### src/sv/swc_pkg.sv
// ----------------------------------------------------------------------------
// swc_pkg
// Shared types and codes for the sector write coalescer.
// ----------------------------------------------------------------------------
package swc_pkg;

  localparam int unsigned AddrW  = 32;
  localparam int unsigned CountW = 16;
  localparam int unsigned OffW   = 7;

  // request kinds
  localparam logic [1:0] ACT_READ  = 2'd0;
  localparam logic [1:0] ACT_WRITE = 2'd1;
  localparam logic [1:0] ACT_CLOSE = 2'd2;

  typedef enum logic [2:0] {
    CMD_NONE   = 3'd0,
    CMD_FLUSH  = 3'd1,
    CMD_DIRECT = 3'd2,
    CMD_APPEND = 3'd3,
    CMD_READ   = 3'd4
  } cmd_e;

  typedef struct packed {
    cmd_e              command;
    logic [AddrW-1:0]  addr;
    logic [CountW-1:0] count;
    logic [OffW-1:0]   offset;
  } cmd_t;

  // Commands caused by one request; c1 is used only when two is set.
  typedef struct packed {
    logic two;
    cmd_t c0;
    cmd_t c1;
  } plan_t;

endpackage

### src/sv/swc_front.sv
// ----------------------------------------------------------------------------
// swc_front
// Accepts requests, tracks the buffered run and classifies each request
// into one or two device commands.
// ----------------------------------------------------------------------------
module swc_front import swc_pkg::*; #(
  parameter int unsigned BUFFER_SECTORS = 128
) (
  input  logic              clk_i,
  input  logic              rst_ni,
  input  logic              cfg_we_i,
  input  logic              cfg_wdata_i,
  input  logic              in_fire_i,
  input  logic [1:0]        action_i,
  input  logic [AddrW-1:0]  block_addr_i,
  input  logic [CountW-1:0] block_count_i,
  output plan_t             plan_o
);

  localparam int unsigned CntW = $clog2(BUFFER_SECTORS + 1);
  localparam logic [CountW:0] BufSec = (CountW + 1)'(BUFFER_SECTORS);

  logic              enabled_q;
  logic [AddrW-1:0]  run_start_q, run_start_d;
  logic [CntW-1:0]   run_count_q, run_count_d;
  logic [AddrW:0]    run_end_q, run_end_d;

  logic              nonempty;
  logic [CountW:0]   sum;
  logic [CountW:0]   cnt_ext;
  logic [AddrW:0]    addr_ext;
  logic [AddrW:0]    req_end;
  logic              overlap;
  logic              can_append;
  cmd_t              flush_cmd;
  cmd_t              req_cmd;

  assign nonempty = (run_count_q != '0);
  assign cnt_ext  = {1'b0, block_count_i};
  assign sum      = (CountW + 1)'(run_count_q) + cnt_ext;
  assign addr_ext = {1'b0, block_addr_i};
  assign req_end  = addr_ext + (AddrW + 1)'(block_count_i);
  // zero-length read strictly inside the run still overlaps
  assign overlap  = nonempty && (addr_ext < run_end_q) &&
                    (req_end > {1'b0, run_start_q});
  assign can_append = nonempty && (addr_ext == run_end_q) && (sum <= BufSec);

  assign flush_cmd = '{command: CMD_FLUSH, addr: run_start_q,
                       count: CountW'(run_count_q), offset: '0};
  assign req_cmd   = '{command: CMD_APPEND, addr: block_addr_i,
                       count: block_count_i, offset: '0};

  always_comb begin
    plan_o      = '{two: 1'b0, c0: req_cmd, c1: req_cmd};
    run_start_d = run_start_q;
    run_count_d = run_count_q;
    run_end_d   = run_end_q;
    unique case (action_i)
      ACT_READ: begin
        plan_o.c1.command = CMD_READ;
        plan_o.c0.command = CMD_READ;
        if (overlap) begin
          plan_o.two  = 1'b1;
          plan_o.c0   = flush_cmd;
          run_count_d = '0;
          run_end_d   = {1'b0, run_start_q};
        end
      end
      ACT_WRITE: begin
        if (enabled_q && can_append) begin
          plan_o.c0.offset = OffW'(run_count_q);
          if (sum >= BufSec) begin
            plan_o.two          = 1'b1;
            plan_o.c1           = flush_cmd;
            plan_o.c1.count     = CountW'(sum);
            run_count_d         = '0;
            run_end_d           = {1'b0, run_start_q};
          end else begin
            run_count_d = CntW'(sum);
            run_end_d   = req_end;
          end
        end else begin
          plan_o.c1 = req_cmd;
          if (!enabled_q || cnt_ext >= BufSec) begin
            plan_o.c1.command = CMD_DIRECT;
            run_count_d       = '0;
            run_end_d         = {1'b0, run_start_q};
          end else begin
            run_start_d = block_addr_i;
            run_count_d = CntW'(block_count_i);
            run_end_d   = req_end;
          end
          if (nonempty) begin
            plan_o.two = 1'b1;
            plan_o.c0  = flush_cmd;
          end else begin
            plan_o.c0 = plan_o.c1;
          end
        end
      end
      default: begin
        plan_o.c0 = '{command: CMD_NONE, addr: '0, count: '0, offset: '0};
        if (action_i == ACT_CLOSE && nonempty) begin
          plan_o.c0   = flush_cmd;
          run_count_d = '0;
          run_end_d   = {1'b0, run_start_q};
        end
        plan_o.c1 = plan_o.c0;
      end
    endcase
  end

  always_ff @(posedge clk_i or negedge rst_ni) begin
    if (!rst_ni) begin
      enabled_q   <= 1'b1;
      run_start_q <= '0;
      run_count_q <= '0;
      run_end_q   <= '0;
    end else begin
      if (cfg_we_i) begin
        enabled_q <= cfg_wdata_i;
      end
      if (in_fire_i) begin
        run_start_q <= run_start_d;
        run_count_q <= run_count_d;
        run_end_q   <= run_end_d;
      end
    end
  end

endmodule

### src/sv/swc_queue.sv
// ----------------------------------------------------------------------------
// swc_queue
// Two-entry queue of command plans between front and back.
// ----------------------------------------------------------------------------
module swc_queue import swc_pkg::*; (
  input  logic  clk_i,
  input  logic  rst_ni,
  input  logic  push_i,
  input  plan_t push_plan_i,
  output logic  full_o,
  input  logic  pop_i,
  output logic  valid_o,
  output plan_t head_o
);

  localparam int unsigned Depth = 2;
  localparam int unsigned PtrW  = $clog2(Depth);
  localparam int unsigned FillW = $clog2(Depth + 1);

  plan_t            mem_q [Depth];
  logic [PtrW-1:0]  wptr_q, rptr_q;
  logic [FillW-1:0] fill_q;

  assign full_o  = (fill_q == FillW'(Depth));
  assign valid_o = (fill_q != '0);
  assign head_o  = mem_q[rptr_q];

  always_ff @(posedge clk_i) begin
    if (push_i) begin
      mem_q[wptr_q] <= push_plan_i;
    end
  end

  always_ff @(posedge clk_i or negedge rst_ni) begin
    if (!rst_ni) begin
      wptr_q <= '0;
      rptr_q <= '0;
      fill_q <= '0;
    end else begin
      if (push_i) begin
        wptr_q <= (wptr_q == PtrW'(Depth - 1)) ? '0 : wptr_q + 1'b1;
      end
      if (pop_i) begin
        rptr_q <= (rptr_q == PtrW'(Depth - 1)) ? '0 : rptr_q + 1'b1;
      end
      if (push_i && !pop_i) begin
        fill_q <= fill_q + 1'b1;
      end else if (pop_i && !push_i) begin
        fill_q <= fill_q - 1'b1;
      end
    end
  end

endmodule

### src/sv/swc_back.sv
// ----------------------------------------------------------------------------
// swc_back
// Walks the queued plan one command per cycle into the output register while the output is not stalled.
// ----------------------------------------------------------------------------
module swc_back import swc_pkg::*; (
  input  logic              clk_i,
  input  logic              rst_ni,
  input  logic              q_valid_i,
  input  plan_t             q_head_i,
  output logic              q_pop_o,
  output logic              out_valid_o,
  input  logic              out_stall_i,
  output logic [2:0]        command_o,
  output logic [AddrW-1:0]  cmd_addr_o,
  output logic [CountW-1:0] cmd_count_o,
  output logic [OffW-1:0]   buffer_offset_o,
  output logic              last_o
);

  logic   phase_q;
  logic   out_valid_q;
  cmd_t   out_cmd_q;
  logic   out_last_q;
  logic   load;
  logic   is_last;
  cmd_t   sel_cmd;

  assign load    = (!out_valid_q || !out_stall_i) && q_valid_i;
  assign sel_cmd = phase_q ? q_head_i.c1 : q_head_i.c0;
  assign is_last = phase_q || !q_head_i.two;
  assign q_pop_o = load && is_last;

  always_ff @(posedge clk_i or negedge rst_ni) begin
    if (!rst_ni) begin
      phase_q     <= 1'b0;
      out_valid_q <= 1'b0;
    end else begin
      if (load) begin
        out_valid_q <= 1'b1;
        phase_q     <= !is_last;
      end else if (!out_stall_i) begin
        out_valid_q <= 1'b0;
      end
    end
  end

  always_ff @(posedge clk_i) begin
    if (load) begin
      out_cmd_q  <= sel_cmd;
      out_last_q <= is_last;
    end
  end

  assign out_valid_o     = out_valid_q;
  assign command_o       = out_cmd_q.command;
  assign cmd_addr_o      = out_cmd_q.addr;
  assign cmd_count_o     = out_cmd_q.count;
  assign buffer_offset_o = out_cmd_q.offset;
  assign last_o          = out_last_q;

endmodule

### src/sv/sector_write_coalescer.sv
// ----------------------------------------------------------------------------
// sector_write_coalescer
// Write-combining front end for a sector device: turns block requests into
// flush, direct write, append and read commands.
// ----------------------------------------------------------------------------
//  channel   handshake              payload
//  in        in_valid_i/in_stall_o  action_i, block_addr_i, block_count_i
//  out       out_valid_o/out_stall_i command_o, cmd_addr_o, cmd_count_o,
//                                   buffer_offset_o, last_o
//  cfg       cfg_we_i               cfg_wdata_i (buffer_enabled)
//
// A request is classified in its accept cycle and emits 1 or 2 commands, one
// per cycle from the output register while the output is not stalled. The plan
// is pushed into the plan queue when the request is accepted, and its first
// command is then loaded from the queue head into the output register. The
// two-entry plan queue stalls input only when full. Reset empties the run and
// sets buffer_enabled.
// ----------------------------------------------------------------------------
module sector_write_coalescer import swc_pkg::*; #(
  parameter int unsigned BUFFER_SECTORS = 128
) (
  input  logic              clk_i,
  input  logic              rst_ni,
  input  logic              cfg_we_i,
  input  logic              cfg_wdata_i,
  input  logic              in_valid_i,
  output logic              in_stall_o,
  input  logic [1:0]        action_i,
  input  logic [AddrW-1:0]  block_addr_i,
  input  logic [CountW-1:0] block_count_i,
  output logic              out_valid_o,
  input  logic              out_stall_i,
  output logic [2:0]        command_o,
  output logic [AddrW-1:0]  cmd_addr_o,
  output logic [CountW-1:0] cmd_count_o,
  output logic [OffW-1:0]   buffer_offset_o,
  output logic              last_o
);

  logic  in_fire;
  logic  q_full;
  logic  q_valid;
  logic  q_pop;
  plan_t plan;
  plan_t head;

  assign in_stall_o = q_full;
  assign in_fire    = in_valid_i && !q_full;

  swc_front #(
    .BUFFER_SECTORS(BUFFER_SECTORS)
  ) u_front (
    .clk_i         (clk_i),
    .rst_ni        (rst_ni),
    .cfg_we_i      (cfg_we_i),
    .cfg_wdata_i   (cfg_wdata_i),
    .in_fire_i     (in_fire),
    .action_i      (action_i),
    .block_addr_i  (block_addr_i),
    .block_count_i (block_count_i),
    .plan_o        (plan)
  );

  swc_queue u_queue (
    .clk_i       (clk_i),
    .rst_ni      (rst_ni),
    .push_i      (in_fire),
    .push_plan_i (plan),
    .full_o      (q_full),
    .pop_i       (q_pop),
    .valid_o     (q_valid),
    .head_o      (head)
  );

  swc_back u_back (
    .clk_i           (clk_i),
    .rst_ni          (rst_ni),
    .q_valid_i       (q_valid),
    .q_head_i        (head),
    .q_pop_o         (q_pop),
    .out_valid_o     (out_valid_o),
    .out_stall_i     (out_stall_i),
    .command_o       (command_o),
    .cmd_addr_o      (cmd_addr_o),
    .cmd_count_o     (cmd_count_o),
    .buffer_offset_o (buffer_offset_o),
    .last_o          (last_o)
  );

endmodule
### config.mk
export PLATFORM = sky130hd
export DESIGN_NAME = sector_write_coalescer
export DESIGN_NICKNAME = d
export VERILOG_FILES = /design/src/sv/swc_pkg.sv /design/src/sv/swc_front.sv /design/src/sv/swc_queue.sv /design/src/sv/swc_back.sv /design/src/sv/sector_write_coalescer.sv
export SDC_FILE = /design/constraint.sdc
export NUM_CORES = 1
export LEC_CHECK = 0
export ABC_AREA = 1
export BUFFER_PORTS_ARGS = -buffer_cell sky130_fd_sc_hd__clkbuf_2
export CAP_MARGIN = 20
export CORE_AREA = 2 2 269 271
export CTS_CLUSTER_SIZE = 25
export DETAILED_ROUTE_END_ITERATION = 7
export DIE_AREA = 0 0 271 273
export GPL_TIMING_DRIVEN = 0
export MAX_ROUTING_LAYER = met4
export SYNTH_ARGS = -nofsm -noshare
export SYNTH_HDL_FRONTEND = slang
export SYNTH_SLANG_ARGS = --single-unit
export TNS_END_PERCENT = 10
### constraint.sdc
create_clock -name clk_i -period 7.5 [get_ports clk_i]
set_input_delay 1.125 -clock clk_i [delete_from_list [all_inputs] [get_ports clk_i]]
set_output_delay 1.125 -clock clk_i [all_outputs]
set_load 0.01 [all_outputs]
# Word-level counts from Yosys, hierarchy flattened
# Memories as Yosys holds them, arrays and structs flattened.
# Index checks and enable logic that the tools add are counted.
classes:
  n_reduce_logical: 29
  bitwise: 2
  mux: 34
  addsub: 6
  n_eq_ne: 6
  magnitude_cmp: 5
ops:
  columns: ["operator", "n"]
  rows:
  - ["two-way mux 33 bit", 5]
  - ["one-hot mux 61 bit (2 select lines)", 1]
  - ["two-way mux 57 bit", 2]
  - ["one-hot mux 55 bit (2 select lines)", 1]
  - ["one-hot mux 33 bit (2 select lines)", 1]
  - ["two-way mux 65 bit", 1]
  - ["two-way mux 59 bit", 1]
  - ["two-way mux 58 bit", 1]
  - ["two-way mux 56 bit", 1]
  - ["two-way mux 51 bit", 1]
  - ["two-way mux 8 bit", 5]
  - ["adder 32 x 16 -> 33 bit", 1]
  - ["== test 32 x 33 -> 1 bit", 1]
  - ["greater-than comparator 33 x 32 -> 1 bit", 1]
  - ["< comparator 32 x 33 -> 1 bit", 1]
  - ["adder 8 x 16 -> 17 bit", 1]
  - ["greater-or-equal comparator 17 x 8 -> 1 bit, second input constant", 1]
  - ["<= comparator 17 x 8 -> 1 bit, second input constant", 1]
  - ["greater-or-equal comparator 16 x 8 -> 1 bit, second input constant", 1]
  - ["one-hot mux 8 bit (2 select lines)", 1]
  - ["logical AND 1 bit", 11]
  - ["two-way mux 1 bit", 10]
  - ["logical NOT 1 bit", 8]
  - ["nonzero test 8 bit", 1]
  - ["15 further kinds", 23]
word_totals:
  ramBits: 234
  mem_count: 1
  out_inout_bits: 61
  register_bits: 139
  input_bits: 56
  word_cells: 97
memory_table:
  columns: ["name", "depth", "width", "rd", "rd_ports_with_merged_regs", "wr", "line", "source"]
  rows:
  - ["u_queue.mem_q", 2, 117, 1, 0, 1, "swc_queue.sv:20", "plan_t mem_q [Depth];"]

# Logic depth before layout (Yosys ltp)
depth:
  ltp_word: 7
  depth_mapped: 32
  depth_no_buf: 31

# Hierarchy
# Synthesis repeated with hierarchy kept, for this count alone.
unflattened:
  cells_unflattened: 2656
  area_unflattened_um2: 22592.9
modules_own_cells:
  columns: ["mod", "area_each_um2", "seq_area_each_um2", "cells_each", "instances"]
  rows:
  - ["swc_front", 11255.8, 1853.0, 2007, 1]
  - ["swc_queue", 8715.9, 7126.8, 389, 1]
  - ["swc_back", 2611.3, 1821.7, 258, 1]
  - ["sector_write_coalescer", 10.0, 0.0, 2, 1]

# Least setup slack after synthesis
# No wires, ideal clock.
synth_path:
  path_kind: "input -> register"
  startpoint: "input in_valid_i"
  endpoint: "memory u_queue.mem_q[1][100] (netlist bit) (enable)"
  arrival_time_ps: 5894
  path_slack_ps: 1024
  t_required_ps: 6918
  setup_ps: 582
  stages: 2
  n_path_buf: 0
  path_cell_list: "o21ai_0 nor2_1"
synth_between:
  elab_chain_len: 3
synth_rtl:
  columns: ["element", "line", "source"]
  rows:
  - ["from (decl)", "sector_write_coalescer.sv:26", "input logic in_valid_i,"]
  - ["logical AND 1 bit", "sector_write_coalescer.sv:48", "assign in_fire = in_valid_i && !q_full;"]
  - ["two-way mux 1 bit", "swc_queue.sv:29", "if (push_i) begin"]
  - ["two-way mux 1 bit (not written as such)", "swc_queue.sv:30", "mem_q[wptr_q] <= push_plan_i;"]
  - ["to (decl)", "swc_queue.sv:20", null]
# Every way passes these cells.

==> metrics.txt <==
Setup TNS 0 ps; Seq/Total Area, Yosys 0.492; DR vias 18,900; final WL 76.7 mm; all-layer global routing usage 0.209; Mapped Area 21,100 um^2; instance area at placement 23,100 um^2; Post-synth EDFFs 279; cts bufs inserted 39; Post-Syn Instances 2,547; Max rail drop VDD 0.194 mV; crit path max-delay cell type fa_1; Filler cells 7,373; share of cells above drive strength 1 0.0981; Slew @ Worst Pin 1160 ps; largest stage delay on the critical path 410 ps; Detailed Place HPWL 60.1 mm; critical path type input pin to register; Design Area, Final 24,400 um^2; Most Frequent Cell on Critical Path nand2_1; Die ar. 74,000 um^2; status finished, final reports clean; arrival time worst endpoint 6050 ps; # setup viols final 0; # resized after CTS 0; largest net degree at the start of global routing 45; asr flop ratio synth 0.223; CTS H-Tree Depth 2; Max Fclk 176 MHz; drt initial violations 2,290; CTS tree built; type of origin of the critical path input pin; Die H 273 um; CP endpoint kind register; first-pass GRT wire length 112 mm; Min Clock Period, post-route 5690 ps; clock latency on the worst-skew pair 590 ps; Area growth syn-to-layout 15.5%; Worst Skew 34.1 ps; Slew Viols, Final 0; number of I/O port buffers 116; worst min-delay path class register to register; Initial Utilization 0.297; CP Max Fanout 10; core region area 71,000 um^2; final hold vios 0; Final #Nets 2,860; initial antenna violation count 2; unrepaired setup endpoints after global routing no; max-cap check violation count 0; drt drc 0; Worst slew margin 0.223; Post-synth top flop edfxtp_1; Placer Congestion 0.979; clk root buf clkbuf_16; # IOs 117; worst endpoint required time 7860 ps; synthesis-stage register bit count 359; gr ovfl total 0; post-CTS setup buffer count 0; Max Buffers Root-to-Sink 3; Die Wd 271 um; vias in the first global route 17,500; Distinct cells, synth 50; CTS Hold Bufs 0; CTS sink count 359; Post-DRT Antenna Nets 0; clk slew on worst S/H paths 60 ps; WL/cell 20.7 um; final worst path period share 0.758; PwrDens 300 nW/um^2; Synth Area per Inst 8.29 um^2; num rows 98; static leakage 10.0 nW; Yosys warning total 0; Net Count, Synth 2,694; vias per inst 5.10; 1st-pass router iterations 7
synthesized netlist by cell type, types with 7 or more instances:
cell type | n | area share
a21oi_1 | 149 | 0.035
buf_1 | 9 | 0.0016
buf_2 | 23 | 0.0055
buf_4 | 7 | 0.0025
buf_6 | 8 | 0.0043
clkbuf_1 | 79 | 0.014
dfrtp_1 | 79 | 0.094
edfxtp_1 | 279 | 0.40
ha_1 | 89 | 0.053
inv_1 | 244 | 0.043
nand2_1 | 575 | 0.10
nand2_2 | 10 | 0.0030
nand3_1 | 111 | 0.026
nand4_1 | 88 | 0.026
nor2_1 | 347 | 0.062
nor3_1 | 28 | 0.0066
nor4_1 | 12 | 0.0036
o211ai_1 | 31 | 0.011
o21ai_0 | 212 | 0.050
o21ai_1 | 31 | 0.0073
o22ai_1 | 53 | 0.016
xor2_1 | 24 | 0.010
per-stage QoR:
stage / utilization / setup WS, ps / hold WS, ps / std cells / total power [mW]
finish: 0.343 / 1810 / 477 / 3696 / 7.32
global route: 0.343 / 1450 / 498 / 3696 / 7.74
global placement: 0.322 / -2030 / 465 / 3613 / 5.45
detailed placement: 0.325 / 1390 / 468 / 3622 / 5.46
floorplan: - / 1020 / 449 / 2547 / 4.49
CTS: 0.343 / 1980 / 482 / 3693 / 7.39
critical path: cells and delay by family:
kind / cells / cell delay (ps)
buffers and inverters: 7 / 1030
AO/OA/AOI/OAI: 2 / 450
AND/OR/NAND/NOR: 19 / 2090
XOR/XNOR: 1 / 310
adder cells (fa/ha/maj): 3 / 1010
cell usage in the layout (no fill, tap or decap), types with 24 or more instances in the layout:
cell,instances
a21oi_1,149
clkbuf_1,87
clkbuf_16,39
clkbuf_2,116
dfrtp_1,79
edfxtp_1,279
ha_1,89
inv_1,243
nand2_1,575
nand3_1,111
nand4_1,88
nor2_1,345
nor3_1,28
o211ai_1,31
o21ai_0,212
o21ai_1,31
o22ai_1,53
xor2_1,24
state kept, by name, summed over array words and instances, names as in the netlist:
signal                  count
u_front.run_count_q         8
u_back.last_o               1
u_front.enabled_q           1
u_back.out_valid_o          1
u_queue.wptr_q              1
u_back.cmd_addr_o          32
u_front.run_end_q          33
u_back.command_o            3
u_back.cmd_count_o         16
u_back.buffer_offset_o      7
u_front.run_start_q        32
u_queue.mem_q             220
u_queue.fill_q              2
u_back.phase_q              1
u_queue.rptr_q              1
power breakdown:
part	switching (mW)	internal, mW	total (mW)
registers	0.167	2.87	3.04
logic	1.62	0.720	2.34
clock network	0.829	1.11	1.94
total	2.62	4.70	7.32
metal layers:
metal,vias to the layer above,wire length [um],GRT usage
met2,818,34900,0.328
met1,8904,33000,0.272
met5,-,0,-
met4,0,2940,0.0869
li1,8993,-,-
met3,152,5780,0.0281
path summary, 6_finish.rpt:
kind	depth (start not counted)	start	end	slack (ps)
max in group asynchronous	2	rst_ni	u_back.out_valid_o$_DFFE_PN0P_	6200
min in group asynchronous	1	rst_ni	u_front.run_end_q[21]$_DFFE_PN0P_	570
min	2	u_front.run_end_q[17]$_DFFE_PN0P_	u_front.run_end_q[17]$_DFFE_PN0P_	480
max reg2reg	12	u_front.run_end_q[24]$_DFFE_PN0P_	u_queue.mem_q[0][32]$_DFFE_PP_	3520
min reg2reg	2	u_front.run_end_q[17]$_DFFE_PN0P_	u_front.run_end_q[17]$_DFFE_PN0P_	480
max	32	block_count_i[0]	u_queue.mem_q[1][98]$_DFFE_PP_	1810
kinds of logic after synthesis:
kind of cell / Yosys count / synth area share
AO/OA/AOI/OAI: 488 / 0.124
XOR/XNOR: 30 / 0.0128
adder cells (fa/ha/maj): 91 / 0.0546
buffers and inverters: 380 / 0.0733
flip-flops: 359 / 0.492
AND/OR/NAND/NOR: 1199 / 0.243
final cells by class:
class | count | area [um^2] | area share
clock inverters | 20 | 211 | 0.00867
clock buffers | 51 | 1060 | 0.0435
plain buffers | 127 | 593 | 0.0243
flip-flops and latches | 359 | 10400 | 0.426
repair buffers | 125 | 786 | 0.0322
inverters | 253 | 953 | 0.0391
well taps | 950 | 1190 | 0.0488
multi-input cells | 1808 | 9200 | 0.377
diodes | 3 | 7.51 | 0.000308
No activity file was read; power rests on OpenSTA's default activity.
